$ cat config.mk
export PLATFORM = sky130hd
export DESIGN_NAME = zff_div
export DESIGN_NICKNAME = d
export VERILOG_FILES = /design/src/rtl/zff_pkg.sv /design/src/rtl/zff_div.sv
export SDC_FILE = /design/constraint.sdc
export NUM_CORES = 2
export LEC_CHECK = 0
export BUFFER_PORTS_ARGS = -buffer_cell sky130_fd_sc_hd__buf_2
export CORE_UTILIZATION = 35
export CTS_CLUSTER_DIAMETER = 120
export CTS_CLUSTER_SIZE = 28
export DETAILED_ROUTE_END_ITERATION = 12
export GPL_TIMING_DRIVEN = 0
export HOLD_SLACK_MARGIN = 0.1
export SLEW_MARGIN = 20
export SYNTH_ARGS = -nofsm -noshare
export SYNTH_HDL_FRONTEND = slang
export SYNTH_SLANG_ARGS = --single-unit
$ cat constraint.sdc
create_clock -name clk -period 17.2 [get_ports clk]
set_input_delay 0.86 -clock clk [delete_from_list [all_inputs] [get_ports clk]]
set_output_delay 0.86 -clock clk [all_outputs]
set_load 0.03 [all_outputs]
$ cat src/rtl/zff_pkg.sv
// Shared types, constants and binary32 arithmetic helpers for the ZMP unit.
package zff_pkg;

  localparam int SAMPLE_BITS = 12;
  localparam int NUM_REGS = 6;

  localparam logic [2:0] REG_RF_POLY = 3'd0;
  localparam logic [2:0] REG_LF_POLY = 3'd1;
  localparam logic [2:0] REG_RB_POLY = 3'd2;
  localparam logic [2:0] REG_LB_POLY = 3'd3;
  localparam logic [2:0] REG_LOAD_POLY = 3'd4;
  localparam logic [2:0] REG_GEOMETRY = 3'd5;

  // 0.00981 as binary32
  localparam logic [31:0] K_GRAV = 32'h3C20BA1F;
  localparam logic [31:0] DEFAULT_NAN = 32'hFFC00000;
  localparam logic [31:0] QUIET_BIT = 32'h00400000;

  typedef struct packed {
    logic [SAMPLE_BITS-1:0] force_right_front;
    logic [SAMPLE_BITS-1:0] force_left_front;
    logic [SAMPLE_BITS-1:0] force_right_back;
    logic [SAMPLE_BITS-1:0] force_left_back;
  } zff_in_t;

  typedef struct packed {
    logic [31:0] zmp_x;
    logic [31:0] zmp_y;
    logic [31:0] reaction_force;
    logic        zero_reaction;
  } zff_out_t;

  // multiplier first half: specials resolved, raw significand product
  typedef struct packed {
    logic               spec;
    logic [31:0]        sval;
    logic               sign;
    logic signed [11:0] exp;
    logic [47:0]        prod;
  } zff_mul_t;

  function automatic logic is_nan(logic [31:0] a);
    return (a[30:23] == 8'hFF) && (a[22:0] != 23'd0);
  endfunction

  function automatic logic is_inf(logic [31:0] a);
    return (a[30:23] == 8'hFF) && (a[22:0] == 23'd0);
  endfunction

  function automatic logic is_zero(logic [31:0] a);
    return a[30:0] == 31'd0;
  endfunction

  function automatic logic [5:0] lzc48(logic [47:0] x);
    logic [5:0] n;
    n = 6'd48;
    for (int i = 0; i < 48; i++) begin
      if (x[i]) n = 6'(47 - i);
    end
    return n;
  endfunction

  // m[26] is the leading one, m[2:0] guard bits with sticky folded into m[0]
  function automatic logic [31:0] round_pack(logic s, logic signed [11:0] be,
                                             logic [26:0] m);
    logic [26:0] m2;
    logic [11:0] sh;
    logic [53:0] ext;
    logic [7:0]  eb;
    logic        rnd;
    logic [31:0] tmp;
    if (be < 12'sd1) begin
      sh = 12'(12'sd1 - be);
      if (sh > 12'd27) sh = 12'd27;
      ext = {m, 27'd0} >> sh;
      m2 = ext[53:27] | {26'd0, |ext[26:0]};
      eb = 8'd0;
    end else begin
      m2 = m;
      eb = be[7:0];
    end
    rnd = m2[2] & (m2[3] | m2[1] | m2[0]);
    tmp = {1'b0, eb, m2[25:3]} + {31'd0, rnd};
    if (be > 12'sd254) return {s, 8'hFF, 23'd0};
    return {s, tmp[30:0]};
  endfunction

  function automatic logic [31:0] h2f(logic [15:0] h);
    logic       s;
    logic [4:0] e;
    logic [9:0] m;
    logic [3:0] p;
    logic [22:0] fr;
    s = h[15];
    e = h[14:10];
    m = h[9:0];
    p = 4'd0;
    for (int i = 0; i < 10; i++) begin
      if (m[i]) p = 4'(i);
    end
    fr = {m, 13'd0} << (4'd10 - p);
    if (e == 5'd31) return {s, 8'hFF, m, 13'd0};
    if (e == 5'd0) begin
      if (m == 10'd0) return {s, 31'd0};
      return {s, {4'd0, p} + 8'd103, fr};
    end
    return {s, {3'd0, e} + 8'd112, m, 13'd0};
  endfunction

  function automatic logic [31:0] i2f(logic [15:0] v);
    logic [5:0]  lz;
    logic [15:0] vn;
    lz = lzc48({v, 32'd0});
    vn = v << lz;
    if (v == 16'd0) return 32'd0;
    return {1'b0, 8'd142 - {2'd0, lz}, vn[14:0], 8'd0};
  endfunction

  function automatic zff_mul_t mul_pre(logic [31:0] a, logic [31:0] b);
    zff_mul_t r;
    logic [23:0] ma, mb;
    logic [7:0]  ea, eb;
    ma = {a[30:23] != 8'd0, a[22:0]};
    mb = {b[30:23] != 8'd0, b[22:0]};
    ea = (a[30:23] == 8'd0) ? 8'd1 : a[30:23];
    eb = (b[30:23] == 8'd0) ? 8'd1 : b[30:23];
    r.spec = 1'b1;
    r.sign = a[31] ^ b[31];
    r.exp  = $signed({4'd0, ea}) + $signed({4'd0, eb});
    r.prod = {24'd0, ma} * {24'd0, mb};
    r.sval = {r.sign, 31'd0};
    if (is_nan(a)) r.sval = a | QUIET_BIT;
    else if (is_nan(b)) r.sval = b | QUIET_BIT;
    else if ((is_inf(a) && is_zero(b)) || (is_zero(a) && is_inf(b))) r.sval = DEFAULT_NAN;
    else if (is_inf(a) || is_inf(b)) r.sval = {r.sign, 8'hFF, 23'd0};
    else if (is_zero(a) || is_zero(b)) r.sval = {r.sign, 31'd0};
    else r.spec = 1'b0;
    return r;
  endfunction

  function automatic logic [31:0] mul_post(zff_mul_t r);
    logic [5:0]         lz;
    logic [47:0]        pn;
    logic signed [11:0] be;
    lz = lzc48(r.prod);
    pn = r.prod << lz;
    be = r.exp - 12'sd126 - $signed({6'd0, lz});
    if (r.spec) return r.sval;
    return round_pack(r.sign, be, {pn[47:22], |pn[21:0]});
  endfunction

  function automatic logic [31:0] fadd(logic [31:0] a, logic [31:0] b);
    logic [31:0]        x, y;
    logic [7:0]         ex, ey, d;
    logic [26:0]        mx, my, mys;
    logic [53:0]        ext;
    logic [27:0]        sum, sn;
    logic [5:0]         lz;
    logic signed [11:0] be;
    if (b[30:0] > a[30:0]) begin
      x = b;
      y = a;
    end else begin
      x = a;
      y = b;
    end
    ex = (x[30:23] == 8'd0) ? 8'd1 : x[30:23];
    ey = (y[30:23] == 8'd0) ? 8'd1 : y[30:23];
    mx = {x[30:23] != 8'd0, x[22:0], 3'd0};
    my = {y[30:23] != 8'd0, y[22:0], 3'd0};
    d = ex - ey;
    if (d > 8'd27) d = 8'd27;
    ext = {my, 27'd0} >> d;
    mys = ext[53:27] | {26'd0, |ext[26:0]};
    if (x[31] == y[31]) sum = {1'b0, mx} + {1'b0, mys};
    else sum = {1'b0, mx} - {1'b0, mys};
    lz = lzc48({sum, 20'd0});
    sn = sum << lz;
    be = $signed({4'd0, ex}) + 12'sd1 - $signed({6'd0, lz});
    if (is_nan(a)) return a | QUIET_BIT;
    if (is_nan(b)) return b | QUIET_BIT;
    if (is_inf(a) && is_inf(b) && (a[31] != b[31])) return DEFAULT_NAN;
    if (is_inf(a)) return a;
    if (is_inf(b)) return b;
    if (is_zero(a) && is_zero(b)) return {a[31] & b[31], 31'd0};
    if (sum == 28'd0) return 32'd0;
    return round_pack(x[31], be, {sn[27:2], |sn[1:0]});
  endfunction

  function automatic logic [31:0] fsub(logic [31:0] a, logic [31:0] b);
    return fadd(a, is_nan(b) ? b : {~b[31], b[30:0]});
  endfunction

endpackage

$ cat src/rtl/zff_div.sv
// Pipelined binary32 divider, two quotient bits per stage.
module zff_div (
  input  logic        clk,
  input  logic        en,
  input  logic [31:0] num,
  input  logic [31:0] den,
  output logic [31:0] quo
);
  import zff_pkg::*;

  localparam int STEPS = 13;

  typedef struct packed {
    logic               spec;
    logic [31:0]        sval;
    logic               sign;
    logic signed [11:0] be;
    logic [24:0]        rem;
    logic [23:0]        dv;
    logic [25:0]        q;
  } div_t;

  function automatic div_t div_iter(div_t d);
    div_t r;
    r = d;
    for (int i = 0; i < 2; i++) begin
      if (r.rem >= {1'b0, r.dv}) begin
        r.rem = r.rem - {1'b0, r.dv};
        r.q = {r.q[24:0], 1'b1};
      end else begin
        r.q = {r.q[24:0], 1'b0};
      end
      r.rem = {r.rem[23:0], 1'b0};
    end
    return r;
  endfunction

  div_t               st [0:STEPS];
  div_t               d0;
  logic [23:0]        ma, mb, man, mbn;
  logic [7:0]         ea, eb;
  logic [5:0]         la, lb;
  logic signed [11:0] ean, ebn;

  always_comb begin
    ma  = {num[30:23] != 8'd0, num[22:0]};
    mb  = {den[30:23] != 8'd0, den[22:0]};
    ea  = (num[30:23] == 8'd0) ? 8'd1 : num[30:23];
    eb  = (den[30:23] == 8'd0) ? 8'd1 : den[30:23];
    la  = lzc48({ma, 24'd0});
    lb  = lzc48({mb, 24'd0});
    man = ma << la;
    mbn = mb << lb;
    ean = $signed({4'd0, ea}) - $signed({6'd0, la});
    ebn = $signed({4'd0, eb}) - $signed({6'd0, lb});
    d0.sign = num[31] ^ den[31];
    d0.dv   = mbn;
    d0.q    = 26'd0;
    if (man < mbn) begin
      d0.rem = {man, 1'b0};
      d0.be  = ean - ebn + 12'sd126;
    end else begin
      d0.rem = {1'b0, man};
      d0.be  = ean - ebn + 12'sd127;
    end
    d0.spec = 1'b1;
    d0.sval = {d0.sign, 31'd0};
    if (is_nan(num)) d0.sval = num | QUIET_BIT;
    else if (is_nan(den)) d0.sval = den | QUIET_BIT;
    else if ((is_zero(num) && is_zero(den)) || (is_inf(num) && is_inf(den)))
      d0.sval = DEFAULT_NAN;
    else if (is_inf(num) || is_zero(den)) d0.sval = {d0.sign, 8'hFF, 23'd0};
    else if (is_inf(den) || is_zero(num)) d0.sval = {d0.sign, 31'd0};
    else d0.spec = 1'b0;
  end

  always_ff @(posedge clk) begin
    if (en) begin
      st[0] <= d0;
    end
  end

  for (genvar k = 1; k <= STEPS; k++) begin : g_step
    always_ff @(posedge clk) begin
      if (en) begin
        st[k] <= div_iter(st[k-1]);
      end
    end
  end

  always_ff @(posedge clk) begin
    if (en) begin
      quo <= st[STEPS].spec ? st[STEPS].sval :
             round_pack(st[STEPS].sign, st[STEPS].be,
                        {st[STEPS].q, st[STEPS].rem != 25'd0});
    end
  end

endmodule

Word level (Yosys, flattened, before mapping):

Memories as Yosys holds them, arrays and structs flattened.
Cells that the tools add are included.

* $add $sub $neg: 33
* $lt $le $gt $ge: 30
* equality and inequality tests: 2
* shift-type cells: 3
* muxes and demuxes: 165
* bitwise gates (word level): 5
* reduce and logical (&&, ||, !) cells: 21

Operators with widths (count)
* $mux 24: 52
* $ge 25x24->1: 26
* $sub 24x24->24: 26
* $mux 26: 15
* $mux 6: 48
* $mux 32: 6
* $logic_not 31->1: 2
* $shr 54x12->53: 1
* $shl 24x6->24: 2
* $logic_not 23->1: 2
* $reduce_bool 23->1: 2
* $mux 37: 1
* $mux 12: 3
* $mux 1: 35
* $mux 8: 4
* $add 31x1->31: 1
* $mux 31: 1
* $reduce_or 27->1: 1
* $or 26x1->26: 1
* $reduce_bool 25->1: 1
* $lt 24x24->1: 1
* $add 10x8->11 const B: 2
* $sub 8x6->9: 2
* $eq 8x8->1 const B: 2
* 12 further kinds: 22

* register bits after elaboration: 32
* RAM bits: 1694
* input bits: 66
* memories kept: 1

Memories
* st: depth 14, width 121, read ports 14, clocked after memory_dff 0, write ports 14, line zff_div.sv:38 `div_t st [0:STEPS];`

Depth between registers and ports, before layout:

* depth in word-level cells: 28
* depth in mapped cells: 30

Worst setup path before layout:

Ideal clock, no wire load.

* path kind: input to register
* start point: input port num[3]
* end point: memory st[0][51] (netlist name) (data pin)
* library setup time: 0.282 ns
* arrival: 6.698 ns
* required time: 16.918 ns
* slack: 10.220 ns
* stages on the path: 25
* buffers on the path: 3
* cell sequence: o31ai_1 -> a211oi_1 -> o31a_1 -> o311ai_0 -> nand2_1 -> buf_1 -> clkbuf_1 -> mux2i_1 -> mux2i_1 -> a31oi_1 -> nor2_1 -> a221oi_1 -> inv_1 -> ha_1 -> a21o_1 -> a21o_1 -> a21o_1 -> a21o_1 -> a21o_1 -> a21o_1 -> a21o_1 -> a221oi_1 -> clkbuf_1 -> mux2i_1 -> nor2_1

RTL lines
* start, declared: line zff_div.sv:5 `input logic [31:0] num,`
* end, declared: line zff_div.sv:38

==> qor.txt <==
status: complete, no violations
Final Hold Viols: 0
Syn Nets: 8,542
RSZ-0062 raised after global routing: false
I/O pin total: 98
synth unique cells: 102
Avg Cell Area, Syn: 11.3 µm²
Mapped Area: 88,400 µm²
die height: 504 µm
DRC: 0
Max-slew headroom: 0.168
count leader, synth: edfxtp_1
CTS Sinks: 1,493
dpl cell area: 93,400 µm²
pin count of the biggest net entering global routing: 156
sequential area share after synthesis: 0.507
Yosys top cell by area: edfxtp_1
#FFs+latches synth: 1,493
WL per Instance: 20.7 µm
initial antenna violation count: 6
die footprint: 254,000 µm²
Synth area leaders: edfxtp_1 51%, ha_1 9.3%, mux2_2 4.6%, xnor2_1 3.4%, a21oi_1 3.2%
antenna viol nets, final: 0
Final setup violation count: 0
skew final: 0.0505 ns
first-pass GRT wire length: 356,000 µm
Worst R2R Setup Slack: 7.89 ns
Die Width: 504 µm
Critical Path End Type: flip-flop
Hold Path Class: flip-flop to flip-flop
GRT Util Overall: 0.179
Slowest-stage cell, CP: edfxtp_1
Async SR Flop Fraction: 0
Final Cycle Share: 0.541
Setup Buffers After CTS: 0
Worst Tran Pin Value: 1.25 ns
crit-path most repeated cell: o21ai_0
Startpoint Class: flip-flop
Area Growth Syn to Fin: 8.19%
YS warnings: 0
port bufs: 91
fin crit period: 9.31 ns
nets: 8,718
CTS Root Cell: clkbuf_16
Longest Clk Path Bufs: 3
DRT Pass-1 Iters: 6
layout cells sized above 1: 0.0852
share of the synthesized area in the top cell type: 0.507
dpl hpwl: 184,000 µm
Main synth FF type: edfxtp_1
vias post-DR: 61,300
vias per cell: 5.40
post-cts hold buffer count: 0
Post-synth EDFFs: 1,493
vias in the first global route: 60,200
Final Max Tran Viols: 0
initial core utilization: 0.352
Worst EP required: 17.62 ns
Final Cell Area: 95,600 µm²
top cells by count, synth: 1,493 x edfxtp_1, 658 x ha_1, 558 x a21oi_1
worst hold slack: 0.409 ns
Total Wirelength: 235,000 µm
worst skew pair latency: 0.74 ns
Floorplan Core Area: 251,000 µm²
Reg clk slew, reported paths: 0.11 ns
Crit Path Max Fanout: 10
Iteration-0 DRC Markers: 4,695
placer congestion estimate: 0.912
Worst EP arrival: 9.74 ns
Placement Rows: 184
gr ovfl total: 0
Final Util: 0.381
crit path kind: flip-flop to flip-flop
Mapped Cells: 7,803
CP max stage delay: 0.59 ns
H-Tree Depth: 3
post-CTS sizing: 0
cts bufs inserted: 69
Max-Cap Viols: 0
Max Clock Freq: 107 MHz
Fin Setup TNS: 0 ns
CTS tree: built
metal layers:
metal | vias up | part of all wire | global-route usage
met1 | 30000 | 0.43 | 0.226
met5 | - | 0 | 0
met2 | 1428 | 0.50 | 0.317
met4 | 0 | 0.034 | 0.0599
li1 | 29600 | - | -
met3 | 339 | 0.038 | 0.0174
layout make-up:
class	count	area (µm²)
Clock buffer	70	1730
Tap cell	3348	4190
Clock inverter	26	442
Multi-Input combinational cell	5587	40800
Fill cell	24100	156000
Inverter	538	2020
Antenna cell	5	12.5
Timing Repair Buffer	105	816
Buffer	185	732
Sequential cell	1493	44800
critical path, delay by kind of cell, from the launching register on:
kind                     cells  cell delay (ns)
flip-flops                   1             0.59
buffers and inverters        7             3.16
adder cells (fa/ha/maj)      2             0.71
AND/OR/NAND/NOR              7             1.17
AO/OA/AOI/OAI               13             3.33
registers in the layout, indices dropped and copies added, names as in the netlist:
name  flops
quo      32
st     1461
stage by stage:
step / instances / worst slack, ns
final: 11400 / 7.89
after global routing: 11400 / 7.33
after CTS: 11400 / 8.04
after detailed placement: 11300 / 8.05
after global placement: 11200 / -8.25
after floorplan: 7803 / 10.22
final timing paths:
kind | start | end | cells past startpoint
max | st[1][269] | st[1][426] | 29
min | st[0][860] | st[1][15] | 0
max reg2reg | st[1][269] | st[1][426] | 29
min reg2reg | st[0][860] | st[1][15] | 0
cells in the final DEF, fill, tap and decap left out, types with 33 or more instances in the layout:
cell,n
a211oi_1,56
a21o_1,229
a21oi_1,558
a22o_1,38
a31oi_1,73
and2_1,43
and3_1,59
buf_2,96
clkbuf_1,153
clkbuf_16,69
edfxtp_1,1493
ha_1,658
inv_1,536
mux2_2,362
mux2i_1,110
nand2_1,490
nand2b_1,100
nand3_1,122
nand4_1,97
nor2_1,506
nor2b_1,114
nor3_1,146
nor4_1,69
o211ai_1,42
o21a_1,103
o21ai_0,428
o21bai_1,77
o31ai_1,50
or2_2,33
or3_1,57
xnor2_1,346
xor2_1,192
kinds of logic (layout without fill, tap and decap cells):
| family | count (synthesis) | count (layout) | synth area share |
|---|---|---|---|
| fa+ha+maj | 673 | 673 | 0.0966 |
| flops | 1493 | 1493 | 0.507 |
| xor+xnor | 539 | 539 | 0.0534 |
| mux | 483 | 483 | 0.0614 |
| other cells | 1 | 6 | 0.0000424 |
| buf+inv | 723 | 924 | 0.0311 |
| compound gates | 1972 | 1972 | 0.144 |
| simple gates | 1919 | 1919 | 0.106 |
Power is not shown: default switching activity piles up to over one toggle a cycle in this logic, so the estimate is an artifact.
